## src/rtl/rau_pkg.sv

```systemverilog
package rau_pkg;

	// Operand width; each input field carries one operand
	localparam int OPERAND_WIDTH = 16;
	// Magnitude of a cross product or of the raw numerator
	localparam int PRODW = 2 * OPERAND_WIDTH;
	// Bit counter wide enough for one divider pass or a trailing-zero shift count
	localparam int CNTW = $clog2(PRODW);
	// Result field widths
	localparam int RES_NUM_W = 33;
	localparam int RES_DEN_W = 32;
	// Working width for sign application before truncation to the result fields
	localparam int EXTW = (PRODW + 1 > RES_NUM_W) ? PRODW + 1 : RES_NUM_W;

	// Operation codes on the func field
	typedef enum logic [1:0] {
		FUNC_ADD = 2'd0,
		FUNC_SUB = 2'd1,
		FUNC_MUL = 2'd2,
		FUNC_DIV = 2'd3
	} func_t;

	// Datapath operations issued by the sequencer
	typedef enum logic [3:0] {
		OP_NONE,
		OP_CAPTURE,
		OP_MUL_A,
		OP_MUL_B,
		OP_MUL_D,
		OP_COMBINE,
		OP_GCD_LOAD,
		OP_GCD_TZ,
		OP_GCD_STEP,
		OP_DIV_LOAD_N,
		OP_DIV_STEP,
		OP_DIV_LOAD_D,
		OP_DIV_STORE_D,
		OP_OUT_LOAD
	} dp_op_t;

	typedef struct packed {
		dp_op_t op;
	} dp_cmd_t;

	typedef struct packed {
		logic n_zero;
		logic d_zero;
		logic tz_done;
		logic gcd_done;
	} dp_stat_t;

endpackage

```

## src/rtl/rau_in_if.sv

```systemverilog
interface rau_in_if;

	logic                                       valid;
	logic                                       ready;
	logic [1:0]                                 func;
	logic signed [rau_pkg::OPERAND_WIDTH-1:0]   a_num;
	logic signed [rau_pkg::OPERAND_WIDTH-1:0]   a_den;
	logic signed [rau_pkg::OPERAND_WIDTH-1:0]   b_num;
	logic signed [rau_pkg::OPERAND_WIDTH-1:0]   b_den;

	modport source (output valid, output func, output a_num, output a_den,
		output b_num, output b_den, input ready);
	modport sink (input valid, input func, input a_num, input a_den,
		input b_num, input b_den, output ready);

endinterface

```

## src/rtl/rau_out_if.sv

```systemverilog
interface rau_out_if;

	logic                                   valid;
	logic                                   ready;
	logic signed [rau_pkg::RES_NUM_W-1:0]   res_num;
	logic signed [rau_pkg::RES_DEN_W-1:0]   res_den;
	logic                                   error;

	modport source (output valid, output res_num, output res_den, output error,
		input ready);
	modport sink (input valid, input res_num, input res_den, input error,
		output ready);

endinterface

```

## src/rtl/rational_arithmetic_unit_top.sv

```systemverilog
// Channel    Dir  Payload                              Transfer
// operands   in   func, a_num, a_den, b_num, b_den     valid && ready
// result     out  res_num, res_den, error              valid && ready
//
// One item at a time; ready is high only while the sequencer is idle.
// An item whose result numerator or denominator is zero skips the reduction;
// otherwise trailing zeros shared by both values are removed, the binary GCD
// loop runs, and two restoring divisions divide the numerator and then the
// denominator by the GCD.
// Reset only clears the sequencer and the result valid; no clearing pass.
// A stalled result waits in its own register; a new item is taken meanwhile.
module rational_arithmetic_unit_top (
	input  logic        clk,
	input  logic        arst_n,
	rau_in_if.sink      operands,
	rau_out_if.source   result
);

	rau_pkg::dp_cmd_t   cmd;
	rau_pkg::dp_stat_t  stat;

	// sequencer
	rau_ctrl u_ctrl (
		.clk       (clk),
		.arst_n    (arst_n),
		.in_valid  (operands.valid),
		.in_ready  (operands.ready),
		.out_valid (result.valid),
		.out_ready (result.ready),
		.cmd       (cmd),
		.stat      (stat)
	);

	// multiplier, GCD and divider datapath
	rau_dp u_dp (
		.clk     (clk),
		.arst_n  (arst_n),
		.func    (operands.func),
		.a_num   (operands.a_num),
		.a_den   (operands.a_den),
		.b_num   (operands.b_num),
		.b_den   (operands.b_den),
		.cmd     (cmd),
		.stat    (stat),
		.res_num (result.res_num),
		.res_den (result.res_den),
		.error   (result.error)
	);

endmodule

```

## src/rtl/rau_dp.sv

```systemverilog
module rau_dp (
	input  logic                                      clk,
	input  logic                                      arst_n,
	input  logic [1:0]                                func,
	input  logic signed [rau_pkg::OPERAND_WIDTH-1:0]  a_num,
	input  logic signed [rau_pkg::OPERAND_WIDTH-1:0]  a_den,
	input  logic signed [rau_pkg::OPERAND_WIDTH-1:0]  b_num,
	input  logic signed [rau_pkg::OPERAND_WIDTH-1:0]  b_den,
	input  rau_pkg::dp_cmd_t                          cmd,
	output rau_pkg::dp_stat_t                         stat,
	output logic signed [rau_pkg::RES_NUM_W-1:0]      res_num,
	output logic signed [rau_pkg::RES_DEN_W-1:0]      res_den,
	output logic                                      error
);

	localparam int W = rau_pkg::OPERAND_WIDTH;
	localparam int PW = rau_pkg::PRODW;
	localparam int XW = rau_pkg::EXTW;

	// two's complement to magnitude; the most negative value maps onto 2^(W-1)
	function automatic logic [W-1:0] mag_of(input logic [W-1:0] x);
		mag_of = x[W-1] ? (~x + 1'b1) : x;
	endfunction

	rau_pkg::func_t func_q;
	logic [W-1:0] an_m_q, ad_m_q, bn_m_q, bd_m_q;
	logic         an_s_q, ad_s_q, bn_s_q, bd_s_q;

	// sign-magnitude numerator, second cross term and denominator
	logic [PW-1:0] n_mag_q, p_mag_q, d_mag_q;
	logic          n_neg_q, p_neg_q, d_neg_q;

	// binary GCD working registers
	logic [PW-1:0]                u_q, v_q;
	logic [rau_pkg::CNTW-1:0]     k_q;

	// restoring divider
	logic [PW-1:0] g_q, rem_q, quot_q;

	// result register
	logic signed [rau_pkg::RES_NUM_W-1:0] res_num_q;
	logic signed [rau_pkg::RES_DEN_W-1:0] res_den_q;
	logic                                 error_q;

	// shared multiplier operand selection
	logic [W-1:0]  ma, mb;
	logic          sa, sb;
	logic [PW-1:0] prod;
	logic          prod_nz, prod_neg;

	always_comb begin
		case (cmd.op)
			rau_pkg::OP_MUL_A: begin
				ma = an_m_q;
				sa = an_s_q;
				mb = (func_q == rau_pkg::FUNC_MUL) ? bn_m_q : bd_m_q;
				sb = (func_q == rau_pkg::FUNC_MUL) ? bn_s_q : bd_s_q;
			end
			rau_pkg::OP_MUL_B: begin
				ma = ad_m_q;
				sa = ad_s_q;
				mb = bn_m_q;
				sb = bn_s_q;
			end
			default: begin
				ma = ad_m_q;
				sa = ad_s_q;
				mb = (func_q == rau_pkg::FUNC_DIV) ? bn_m_q : bd_m_q;
				sb = (func_q == rau_pkg::FUNC_DIV) ? bn_s_q : bd_s_q;
			end
		endcase
	end

	assign prod     = {{W{1'b0}}, ma} * {{W{1'b0}}, mb};
	assign prod_nz  = (prod != '0);
	assign prod_neg = (sa ^ sb) && prod_nz;

	// sign-magnitude add of the two cross terms
	logic [PW-1:0] sum_mag, n_minus_p, p_minus_n, comb_mag;
	logic          n_ge_p, comb_neg;

	always_comb begin
		sum_mag   = n_mag_q + p_mag_q;
		n_minus_p = n_mag_q - p_mag_q;
		p_minus_n = p_mag_q - n_mag_q;
		n_ge_p    = (n_mag_q >= p_mag_q);
		if (n_neg_q == p_neg_q) begin
			comb_mag = sum_mag;
			comb_neg = n_neg_q;
		end else if (n_ge_p) begin
			comb_mag = n_minus_p;
			comb_neg = n_neg_q;
		end else begin
			comb_mag = p_minus_n;
			comb_neg = p_neg_q;
		end
		if (comb_mag == '0) begin
			comb_neg = 1'b0;
		end
	end

	// GCD step: compare and subtract of the two odd values
	logic [PW:0]   uv_diff;
	logic [PW-1:0] vu_diff;
	logic          u_gt_v;

	always_comb begin
		uv_diff = {1'b0, u_q} - {1'b0, v_q};
		vu_diff = v_q - u_q;
		u_gt_v  = !uv_diff[PW] && (uv_diff[PW-1:0] != '0);
	end

	// divider trial subtract
	logic [PW:0] trial, trial_diff;
	logic        q_bit;

	always_comb begin
		trial      = {rem_q, quot_q[PW-1]};
		trial_diff = trial - {1'b0, g_q};
		q_bit      = !trial_diff[PW];
	end

	// status to the sequencer
	always_comb begin
		stat.n_zero   = (n_mag_q == '0);
		stat.d_zero   = (d_mag_q == '0);
		stat.tz_done  = u_q[0] | v_q[0];
		stat.gcd_done = (v_q == '0);
	end

	// signed result values, truncated to the field widths
	logic [XW-1:0] num_ext, den_ext, num_sv, den_sv;
	logic [PW-1:0] den_mag;

	always_comb begin
		den_mag = stat.n_zero ? PW'(1) : d_mag_q;
		num_ext = {{(XW-PW){1'b0}}, n_mag_q};
		den_ext = {{(XW-PW){1'b0}}, den_mag};
		num_sv  = n_neg_q ? (~num_ext + 1'b1) : num_ext;
		den_sv  = d_neg_q ? (~den_ext + 1'b1) : den_ext;
	end

	// datapath registers
	always_ff @(posedge clk) begin
		case (cmd.op)
			rau_pkg::OP_CAPTURE: begin
				func_q <= rau_pkg::func_t'(func);
				an_m_q <= mag_of(a_num);
				ad_m_q <= mag_of(a_den);
				bn_m_q <= mag_of(b_num);
				bd_m_q <= mag_of(b_den);
				an_s_q <= a_num[W-1];
				ad_s_q <= a_den[W-1];
				bn_s_q <= b_num[W-1];
				bd_s_q <= b_den[W-1];
			end
			rau_pkg::OP_MUL_A: begin
				n_mag_q <= prod;
				n_neg_q <= prod_neg;
			end
			rau_pkg::OP_MUL_B: begin
				p_mag_q <= prod;
				p_neg_q <= prod_neg ^ ((func_q == rau_pkg::FUNC_SUB) && prod_nz);
			end
			rau_pkg::OP_MUL_D: begin
				d_mag_q <= prod;
				d_neg_q <= prod_neg;
			end
			rau_pkg::OP_COMBINE: begin
				if (func_q == rau_pkg::FUNC_ADD || func_q == rau_pkg::FUNC_SUB) begin
					n_mag_q <= comb_mag;
					n_neg_q <= comb_neg;
				end
			end
			rau_pkg::OP_GCD_LOAD: begin
				u_q <= n_mag_q;
				v_q <= d_mag_q;
				k_q <= '0;
			end
			rau_pkg::OP_GCD_TZ: begin
				if (!stat.tz_done) begin
					u_q <= u_q >> 1;
					v_q <= v_q >> 1;
					k_q <= k_q + 1'b1;
				end
			end
			rau_pkg::OP_GCD_STEP: begin
				if (!stat.gcd_done) begin
					if (!u_q[0]) begin
						u_q <= u_q >> 1;
					end else if (!v_q[0]) begin
						v_q <= v_q >> 1;
					end else if (u_gt_v) begin
						u_q <= v_q;
						v_q <= uv_diff[PW-1:0];
					end else begin
						v_q <= vu_diff;
					end
				end
			end
			rau_pkg::OP_DIV_LOAD_N: begin
				g_q    <= u_q << k_q;
				quot_q <= n_mag_q;
				rem_q  <= '0;
			end
			rau_pkg::OP_DIV_STEP: begin
				rem_q  <= q_bit ? trial_diff[PW-1:0] : trial[PW-1:0];
				quot_q <= {quot_q[PW-2:0], q_bit};
			end
			rau_pkg::OP_DIV_LOAD_D: begin
				n_mag_q <= quot_q;
				quot_q  <= d_mag_q;
				rem_q   <= '0;
			end
			rau_pkg::OP_DIV_STORE_D: begin
				d_mag_q <= quot_q;
			end
			rau_pkg::OP_OUT_LOAD: begin
				error_q   <= stat.d_zero;
				res_num_q <= stat.d_zero ? '0 : num_sv[rau_pkg::RES_NUM_W-1:0];
				res_den_q <= stat.d_zero ? '0 : den_sv[rau_pkg::RES_DEN_W-1:0];
			end
			default: begin
			end
		endcase
	end

	assign res_num = res_num_q;
	assign res_den = res_den_q;
	assign error   = error_q;

	// gcd is never zero when division starts
	a_gcd_nonzero: assert property (@(posedge clk) disable iff (!arst_n)
		cmd.op == rau_pkg::OP_DIV_LOAD_N |-> u_q != '0)
		else $error("gcd is zero at divider start");

	// reduction divides exactly: no remainder after either pass
	a_num_exact: assert property (@(posedge clk) disable iff (!arst_n)
		cmd.op == rau_pkg::OP_DIV_LOAD_D |-> rem_q == '0)
		else $error("numerator not divisible by gcd");

	a_den_exact: assert property (@(posedge clk) disable iff (!arst_n)
		cmd.op == rau_pkg::OP_DIV_STORE_D |-> rem_q == '0)
		else $error("denominator not divisible by gcd");

endmodule

```

## src/rtl/rau_ctrl.sv

```systemverilog
module rau_ctrl (
	input  logic               clk,
	input  logic               arst_n,
	input  logic               in_valid,
	output logic               in_ready,
	output logic               out_valid,
	input  logic               out_ready,
	output rau_pkg::dp_cmd_t   cmd,
	input  rau_pkg::dp_stat_t  stat
);

	localparam logic [rau_pkg::CNTW-1:0] DIV_LAST = rau_pkg::CNTW'(rau_pkg::PRODW - 1);

	typedef enum logic [3:0] {
		S_IDLE,
		S_MUL_A,
		S_MUL_B,
		S_MUL_D,
		S_COMB,
		S_CHECK,
		S_TZ,
		S_RUN,
		S_DIVN_LD,
		S_DIVN,
		S_DIVD_LD,
		S_DIVD,
		S_DIVD_ST,
		S_FINISH
	} state_t;

	state_t                    state_q;
	logic [rau_pkg::CNTW-1:0]  cnt_q;
	logic                      out_valid_q;
	logic                      out_free;

	assign out_free  = !out_valid_q || out_ready;
	assign in_ready  = (state_q == S_IDLE);
	assign out_valid = out_valid_q;

	// operation decode per state
	always_comb begin
		case (state_q)
			S_IDLE:    cmd.op = in_valid ? rau_pkg::OP_CAPTURE : rau_pkg::OP_NONE;
			S_MUL_A:   cmd.op = rau_pkg::OP_MUL_A;
			S_MUL_B:   cmd.op = rau_pkg::OP_MUL_B;
			S_MUL_D:   cmd.op = rau_pkg::OP_MUL_D;
			S_COMB:    cmd.op = rau_pkg::OP_COMBINE;
			S_CHECK:   cmd.op = (stat.d_zero || stat.n_zero) ? rau_pkg::OP_NONE
				: rau_pkg::OP_GCD_LOAD;
			S_TZ:      cmd.op = rau_pkg::OP_GCD_TZ;
			S_RUN:     cmd.op = rau_pkg::OP_GCD_STEP;
			S_DIVN_LD: cmd.op = rau_pkg::OP_DIV_LOAD_N;
			S_DIVN:    cmd.op = rau_pkg::OP_DIV_STEP;
			S_DIVD_LD: cmd.op = rau_pkg::OP_DIV_LOAD_D;
			S_DIVD:    cmd.op = rau_pkg::OP_DIV_STEP;
			S_DIVD_ST: cmd.op = rau_pkg::OP_DIV_STORE_D;
			S_FINISH:  cmd.op = out_free ? rau_pkg::OP_OUT_LOAD : rau_pkg::OP_NONE;
			default:   cmd.op = rau_pkg::OP_NONE;
		endcase
	end

	// sequencer state, divider bit count and output valid
	always_ff @(posedge clk or negedge arst_n) begin
		if (!arst_n) begin
			state_q     <= S_IDLE;
			cnt_q       <= '0;
			out_valid_q <= 1'b0;
		end else begin
			if (out_ready) begin
				out_valid_q <= 1'b0;
			end
			case (state_q)
				S_IDLE: begin
					if (in_valid) begin
						state_q <= S_MUL_A;
					end
				end
				S_MUL_A: state_q <= S_MUL_B;
				S_MUL_B: state_q <= S_MUL_D;
				S_MUL_D: state_q <= S_COMB;
				S_COMB:  state_q <= S_CHECK;
				S_CHECK: begin
					state_q <= (stat.d_zero || stat.n_zero) ? S_FINISH : S_TZ;
				end
				S_TZ: begin
					if (stat.tz_done) begin
						state_q <= S_RUN;
					end
				end
				S_RUN: begin
					if (stat.gcd_done) begin
						state_q <= S_DIVN_LD;
					end
				end
				S_DIVN_LD: begin
					cnt_q   <= '0;
					state_q <= S_DIVN;
				end
				S_DIVN: begin
					cnt_q <= cnt_q + 1'b1;
					if (cnt_q == DIV_LAST) begin
						state_q <= S_DIVD_LD;
					end
				end
				S_DIVD_LD: begin
					cnt_q   <= '0;
					state_q <= S_DIVD;
				end
				S_DIVD: begin
					cnt_q <= cnt_q + 1'b1;
					if (cnt_q == DIV_LAST) begin
						state_q <= S_DIVD_ST;
					end
				end
				S_DIVD_ST: state_q <= S_FINISH;
				S_FINISH: begin
					if (out_free) begin
						out_valid_q <= 1'b1;
						state_q     <= S_IDLE;
					end
				end
				default: state_q <= S_IDLE;
			endcase
		end
	end

	// an accepted item always starts at the first multiply
	a_start: assert property (@(posedge clk) disable iff (!arst_n)
		in_valid && in_ready |=> state_q == S_MUL_A)
		else $error("accepted item did not start");

	// a loaded result is presented on the next cycle
	a_out_load: assert property (@(posedge clk) disable iff (!arst_n)
		cmd.op == rau_pkg::OP_OUT_LOAD |=> out_valid_q)
		else $error("result loaded without valid");

	// the output register is never overwritten while still held
	a_no_overwrite: assert property (@(posedge clk) disable iff (!arst_n)
		cmd.op == rau_pkg::OP_OUT_LOAD |-> !out_valid_q || out_ready)
		else $error("pending result overwritten");

endmodule

```

## src/flat_wrapper.sv

```systemverilog
// flat-port wrapper written by rule: the top's interface ports become plain ports
module rational_arithmetic_unit_top_flat 
  (clk, arst_n, operands_valid, operands_func, operands_a_num, operands_a_den, operands_b_num, operands_b_den, operands_ready, result_valid, result_res_num, result_res_den, result_error, result_ready);
  rau_in_if operands_i ();
  rau_out_if result_i ();
  input  logic clk;
  input  logic arst_n;
  input wire logic [$bits(operands_i.valid)-1:0] operands_valid;
  input wire logic [$bits(operands_i.func)-1:0] operands_func;
  input wire logic [$bits(operands_i.a_num)-1:0] operands_a_num;
  input wire logic [$bits(operands_i.a_den)-1:0] operands_a_den;
  input wire logic [$bits(operands_i.b_num)-1:0] operands_b_num;
  input wire logic [$bits(operands_i.b_den)-1:0] operands_b_den;
  output wire logic [$bits(operands_i.ready)-1:0] operands_ready;
  output wire logic [$bits(result_i.valid)-1:0] result_valid;
  output wire logic [$bits(result_i.res_num)-1:0] result_res_num;
  output wire logic [$bits(result_i.res_den)-1:0] result_res_den;
  output wire logic [$bits(result_i.error)-1:0] result_error;
  input wire logic [$bits(result_i.ready)-1:0] result_ready;
  assign operands_i.valid = operands_valid;
  assign operands_i.func = operands_func;
  assign operands_i.a_num = operands_a_num;
  assign operands_i.a_den = operands_a_den;
  assign operands_i.b_num = operands_b_num;
  assign operands_i.b_den = operands_b_den;
  assign operands_ready = operands_i.ready;
  assign result_valid = result_i.valid;
  assign result_res_num = result_i.res_num;
  assign result_res_den = result_i.res_den;
  assign result_error = result_i.error;
  assign result_i.ready = result_ready;
  rational_arithmetic_unit_top u_core (.clk(clk), .arst_n(arst_n), .operands(operands_i), .result(result_i));
endmodule
```

## config.mk

```make
export PLATFORM = sky130hd
export DESIGN_NAME = rational_arithmetic_unit_top_flat
export DESIGN_NICKNAME = d
export VERILOG_FILES = /design/src/rtl/rau_pkg.sv /design/src/rtl/rau_in_if.sv /design/src/rtl/rau_out_if.sv /design/src/rtl/rational_arithmetic_unit_top.sv /design/src/rtl/rau_dp.sv /design/src/rtl/rau_ctrl.sv /design/src/flat_wrapper.sv
export SDC_FILE = /design/constraint.sdc
export NUM_CORES = 2
export LEC_CHECK = 0
export BUFFER_PORTS_ARGS = -buffer_cell sky130_fd_sc_hd__clkbuf_2
export CAP_MARGIN = 25
export CORE_ASPECT_RATIO = 1.75
export CORE_MARGIN = 8
export CORE_UTILIZATION = 58
export DETAILED_ROUTE_END_ITERATION = 8
export PLACE_DENSITY_LB_ADDON = 0.3
export SYNTH_ARGS = -nofsm -noshare
export SYNTH_HDL_FRONTEND = slang
export SYNTH_HIERARCHICAL = 1
export SYNTH_SLANG_ARGS = --single-unit
```

## constraint.sdc

```tcl
create_clock -name clk -period 11.2 [get_ports clk]
set_clock_uncertainty 0.05 [all_clocks]
set_input_delay 2.8 -clock clk [delete_from_list [all_inputs] [get_ports clk]]
set_output_delay 2.8 -clock clk [all_outputs]
set_load 0.02 [all_outputs]
```

* Yosys cells after proc, flatten, opt, wreduce, memory -nomap -nowiden
Index checks and enable logic that the tools add are counted.
Word-level totals: output and inout bits 68, register bits 410, logic and storage cells 199, input port bits 70
Cells by class: order comparisons 1, reduce and logical (&&, ||, !) cells 36, add/sub/neg operators 14, bitwise gates (word level) 10, multipliers 1, muxes and demuxes 58, eq/ne operators 45, shift operators 1
Operators with widths (count):
- $mux W32 | 17
- $pmux W32 S3 | 4
- $logic_not A32 Y1 | 4
- $pmux W32 S2 | 2
- $sub A32 B32 Y32 | 3
- $add A16 B1 Y16 const B | 4
- $not A16 Y16 | 4
- $reduce_bool A32 Y1 | 2
- $mux W15 | 4
- $pmux W4 S14 | 1
- $pmux W4 S13 | 1
- $eq A4 B4 Y1 const B | 12
- $mux W16 | 3
- $add A33 B1 Y33 const B | 1
- $not A32 Y33 | 1
- $sub A32 B32 Y33 | 1
- $sub A33 B32 Y33 | 1
- $add A32 B1 Y32 const B | 1
- $add A32 B32 Y32 | 1
- $eq A4 B3 Y1 const B | 8
- $ge A32 B32 Y1 | 1
- $mul A16 B16 Y32 | 1
- $mux W4 | 8
- $not A32 Y32 | 1
- 33 further kinds | 80

* Depth between registers and ports, before layout
depth after elaboration 10, gate-level depth with buffers 49, mapped depth without buffers 43

* Cells and area by module
The synthesis kept the hierarchy.
Modules (own cells, without submodules):
- rau_dp | cells each 4295, sequential area each 12011.5 um^2, area an instance 39075.0 um^2, instances 1
- rau_ctrl | cells each 89, sequential area each 250.2 um^2, area an instance 763.2 um^2, instances 1

* Worst setup path after synthesis
No wires, ideal clock.
path type input to register, from input result_ready, to register u_core.u_dp.n_neg_q, data pin, path slack -0.847 ns, buffers on the path 4, setup time 0.255 ns, cell stages on the path 36, data required time 10.895 ns, arrival time 11.742 ns, path through nand2b_1 -> a21oi_1 -> o22ai_1 -> mux2_2 -> clkbuf_1 -> nor4b_1 -> clkbuf_1 -> clkbuf_1 -> buf_1 -> mux2i_1 -> nor2_1 -> fa_1 -> inv_1 -> fa_1 -> fa_1 -> fa_1 -> inv_1 -> fa_1 -> inv_1 -> fa_1 -> inv_1 -> ha_1 -> a21o_1 -> a21o_1 -> a2111oi_0 -> nor2_1 -> a221o_1 -> a21oi_1 -> xor2_1 -> inv_1 -> nor4_1 -> nand3_1 -> nor4_1 -> and3_1 -> nor3_1 -> a31o_1
RTL lines:
- start: declaration | RTL line flat_wrapper.sv:19 | input wire logic [$bits(result_i.ready)-1:0] result_ready;
- end signal: assignment | RTL line rau_dp.sv:159 | n_neg_q <= prod_neg;
- end signal: assignment | RTL line rau_dp.sv:172 | n_neg_q <= comb_neg;
- end: declaration | RTL line rau_dp.sv:31 | logic n_neg_q, p_neg_q, d_neg_q;

==> summary.txt <==
Outcome
  – Outcome: finished clean

CTS
  – CTS H-Tree Depth: 2
  – Clk_lat worst skew: a little over 0.6 ns
  – Clock Pin Slew Worst Setup and Hold Paths: around 0.07 ns
  – Clock sinks: 410
  – Hold-fix buffers at CTS: 0
  – Clock Root Buffer: clkbuf_16
  – Max Buffers Root-to-Sink: 3
  – Num CTS Buffers: 41
  – CTS tree: built

Synthesis
  – Post-synthesis cell area: roughly 40,000 µm²
  – Net Count, Synth: 4,957
  – Yosys top cell area share: around 30%
  – Post-synth top area cell: edfxtp_1
  – Top cells by count, synth: inv_1, nand2_1, nor2_1
  – EDFF count, synth: 400
  – Synth area leaders: edfxtp_1, fa_1, ha_1, inv_1, nand2_1
  – Post-synth top flop: edfxtp_1
  – Post-synthesis simple-gate area fraction: between 10% and 20%
  – Adder-Cell Fraction of Synth Area: about a fifth
  – Netlist cell types: ~100
  – Post-synthesis mux area share: under 10%
  – Most common cell in the netlist: inv_1
  – XOR/XNOR share of the synthesized area: under 10%
  – Syn. warnings: 6
  – Combinational family with the most area after synthesis: adder cells
  – Syn Area/Cell: 9.087 µm²
  – Yosys reg bits: a little over 400
  – Synth Area in Compound Gates: around 17%
  – Async set-reset flop share out of synthesis: roughly 2.4%
  – Syn Inst Count: between 4k and 5k
  – Register area share after synthesis: a little over 30%

Setup path
  – Startpoint Class: flop
  – Worst path slowest cell: fa_1
  – Worst EP required: roughly 12 ns
  – CP Max Fanout: 7
  – CP arrival: approximately 11 ns
  – Crit. End Element: flop
  – CP Class: flop to flop
  – Cell mode on critical path: fa_1
  – Largest stage delay, worst path: 0.58 ns
  – R2R setup slack: 0.10 ns

Timing
  – Fin Setup TNS: 0 ns
  – Max-slew headroom: ~36%
  – Pins Over Slew Limit: 0
  – Hold WS: 0.4574 ns
  – Final setup fails: 0
  – Slew @ Worst Pin: roughly 0.95 ns
  – RSZ-0062 raised after global routing: true
  – Fin crit share: 99.07%
  – Fin. Hold Viols: 0
  – Fmax: between 0.09 and 0.1 GHz
  – Tmin final: between 10 and 15 ns

GRT
  – Vias in the first global route: roughly 36k
  – First-pass GRT wire length: ~210 mm
  – Largest net degree at the start of global routing: just over 70
  – Total Routing Usage GR: between 30% and 40%
  – Antenna violations before repair: 1
  – Total grt overflow: 0

Place
  – Gpl congestion: 1.068
  – Port buffer count: ~140
  – Final HPWL DP: about 120 mm

Route
  – Wire per inst: about 26 µm
  – WL final: about 140 mm
  – DRT Pass-1 Iters: 9
  – Vias: 35.46k
  – Antenna viol nets, final: 0
  – DRC viols: 0
  – Via density: about 6.3
  – 1st-iter DRT viols: about 3.1k

Floorplan
  – Die height: roughly 360 µm
  – IO Pins: about 140
  – Die footprint: roughly 78,000 µm²
  – Row cnt: between 100 and 150
  – Die width: between 200 and 250 µm
  – Core area: 68,330 µm²
  – Effective utilization at floorplan: roughly 58%

Finish
  – Fraction of layout cells with a size suffix above 1: 15.94%
  – Multi-input gate area: 25,380 µm²
  – Area grow syn2layout: 14.81%
  – Register area: approximately 12,000 µm²
  – Nets@finish: ~5.3k
  – Filler Cells Inserted: 5,693

Job
  – Max_cap viols: 0

Min path
  – Hold Path Class: flop to flop
-- what timing repair did --
action | 4_1_cts | 5_1_grt
buffers inserted | 0 | 45
cloned | 0 | 3
pin swaps | 0 | 60
gates resized for setup | 3 | 127
setup endpoints to repair | 4 | 11
-- flip-flops by register name, summed over array words and instances, names as in the netlist, 16 cells and up --
| signal | flops |
|---|---|
| u_core/u_dp/an_m_q | 16 |
| u_core/u_dp/quot_q | 32 |
| u_core/u_dp/bd_m_q | 16 |
| u_core/u_dp/rem_q | 32 |
| u_core/u_dp/res_num | 33 |
| u_core/u_dp/u_q | 32 |
| u_core/u_dp/p_mag_q | 32 |
| u_core/u_dp/bn_m_q | 16 |
| u_core/u_dp/ad_m_q | 16 |
| u_core/u_dp/d_mag_q | 32 |
| u_core/u_dp/n_mag_q | 32 |
| u_core/u_dp/res_den | 32 |
| u_core/u_dp/v_q | 32 |
| u_core/u_dp/g_q | 32 |
-- logic make-up after synthesis --
kind of cell,count (synthesis)
flops,410
buf+inv,718
fa+ha+maj,503
simple gates,1249
compound gates,1050
mux,217
xor+xnor,237
-- area by class of cell --
type	count	area share, %
Multi-Input combinational cell	3257	55.50
Sequential cell	410	26.81
Timing Repair Buffer	502	8.084
Inverter	519	4.270
Tap cell	903	2.470
Clock buffer	50	2.361
Clock inverter	25	0.4897
Antenna cell	3	0.01641
-- metrics by stage --
step	std cells	cell area (µm²)	setup WS [ns]	util (%)
after detailed placement	5539	43370	-0.7466	63.47
after floorplan	4384	39930	0.0001696	-
final	5669	45740	0.1043	66.94
after global routing	5666	45730	-0.2495	66.93
after global placement	5538	43360	-0.5617	63.46
after CTS	5614	44690	0.008122	65.41
-- worst max-delay path, delay by kind of cell, from the launching register on --
family | cells | cell delay, ns
compound gates | 8 | 1.46
xor+xnor | 1 | 0.21
fa+ha+maj | 7 | 3.28
buf+inv | 12 | 1.27
flops | 1 | 0.46
mux | 2 | 0.63
simple gates | 15 | 3.47
-- layout by cell type (no fill, tap or decap), types with 28 or more instances in the layout --
| master | n |
|---|---|
| inv_1 | 503 |
| nand2_1 | 453 |
| edfxtp_1 | 400 |
| nor2_1 | 396 |
| buf_4 | 321 |
| ha_1 | 298 |
| o21ai_0 | 263 |
| a21oi_1 | 238 |
| fa_1 | 195 |
| xnor2_1 | 179 |
| mux2i_1 | 154 |
| clkbuf_2 | 137 |
| a21o_1 | 96 |
| nand3_1 | 54 |
| xor2_1 | 52 |
| clkbuf_16 | 43 |
| nor3_1 | 43 |
| nand2b_1 | 42 |
| a22oi_1 | 41 |
| o31ai_1 | 40 |
| nand4_1 | 39 |
| or3_1 | 35 |
| o21bai_1 | 35 |
| a222oi_1 | 31 |
| o221ai_1 | 30 |
| nor4_1 | 28 |
| a31oi_1 | 28 |
-- path summary, 6_finish.rpt --
kind	end	cells after the start	from
max in group asynchronous	u_core/u_ctrl/out_valid	1	arst_n
max	u_core/u_dp/n_neg_q	45	u_core/u_dp/n_mag_q[8]
min in group asynchronous	u_core/u_ctrl/state_q[2]	1	arst_n
min reg2reg	u_core/u_ctrl/cnt_q[4]	2	u_core/u_ctrl/cnt_q[4]
max reg2reg	u_core/u_dp/n_neg_q	45	u_core/u_dp/n_mag_q[8]
min	u_core/u_ctrl/cnt_q[4]	2	u_core/u_ctrl/cnt_q[4]
-- routing by layer --
| layer | routed length (µm) | global-route usage, % | vias up |
|---|---|---|---|
| met5 | 0 | 0 | - |
| met4 | 17590 | 35.16 | 0 |
| met3 | 7650 | 5.468 | 730 |
| met2 | 77000 | 69.46 | 1549 |
| met1 | 42740 | 30.77 | 17099 |
| li1 | - | - | 16086 |
Power is not shown: default switching activity piles up to over one toggle a cycle in this logic, so the estimate is an artifact.
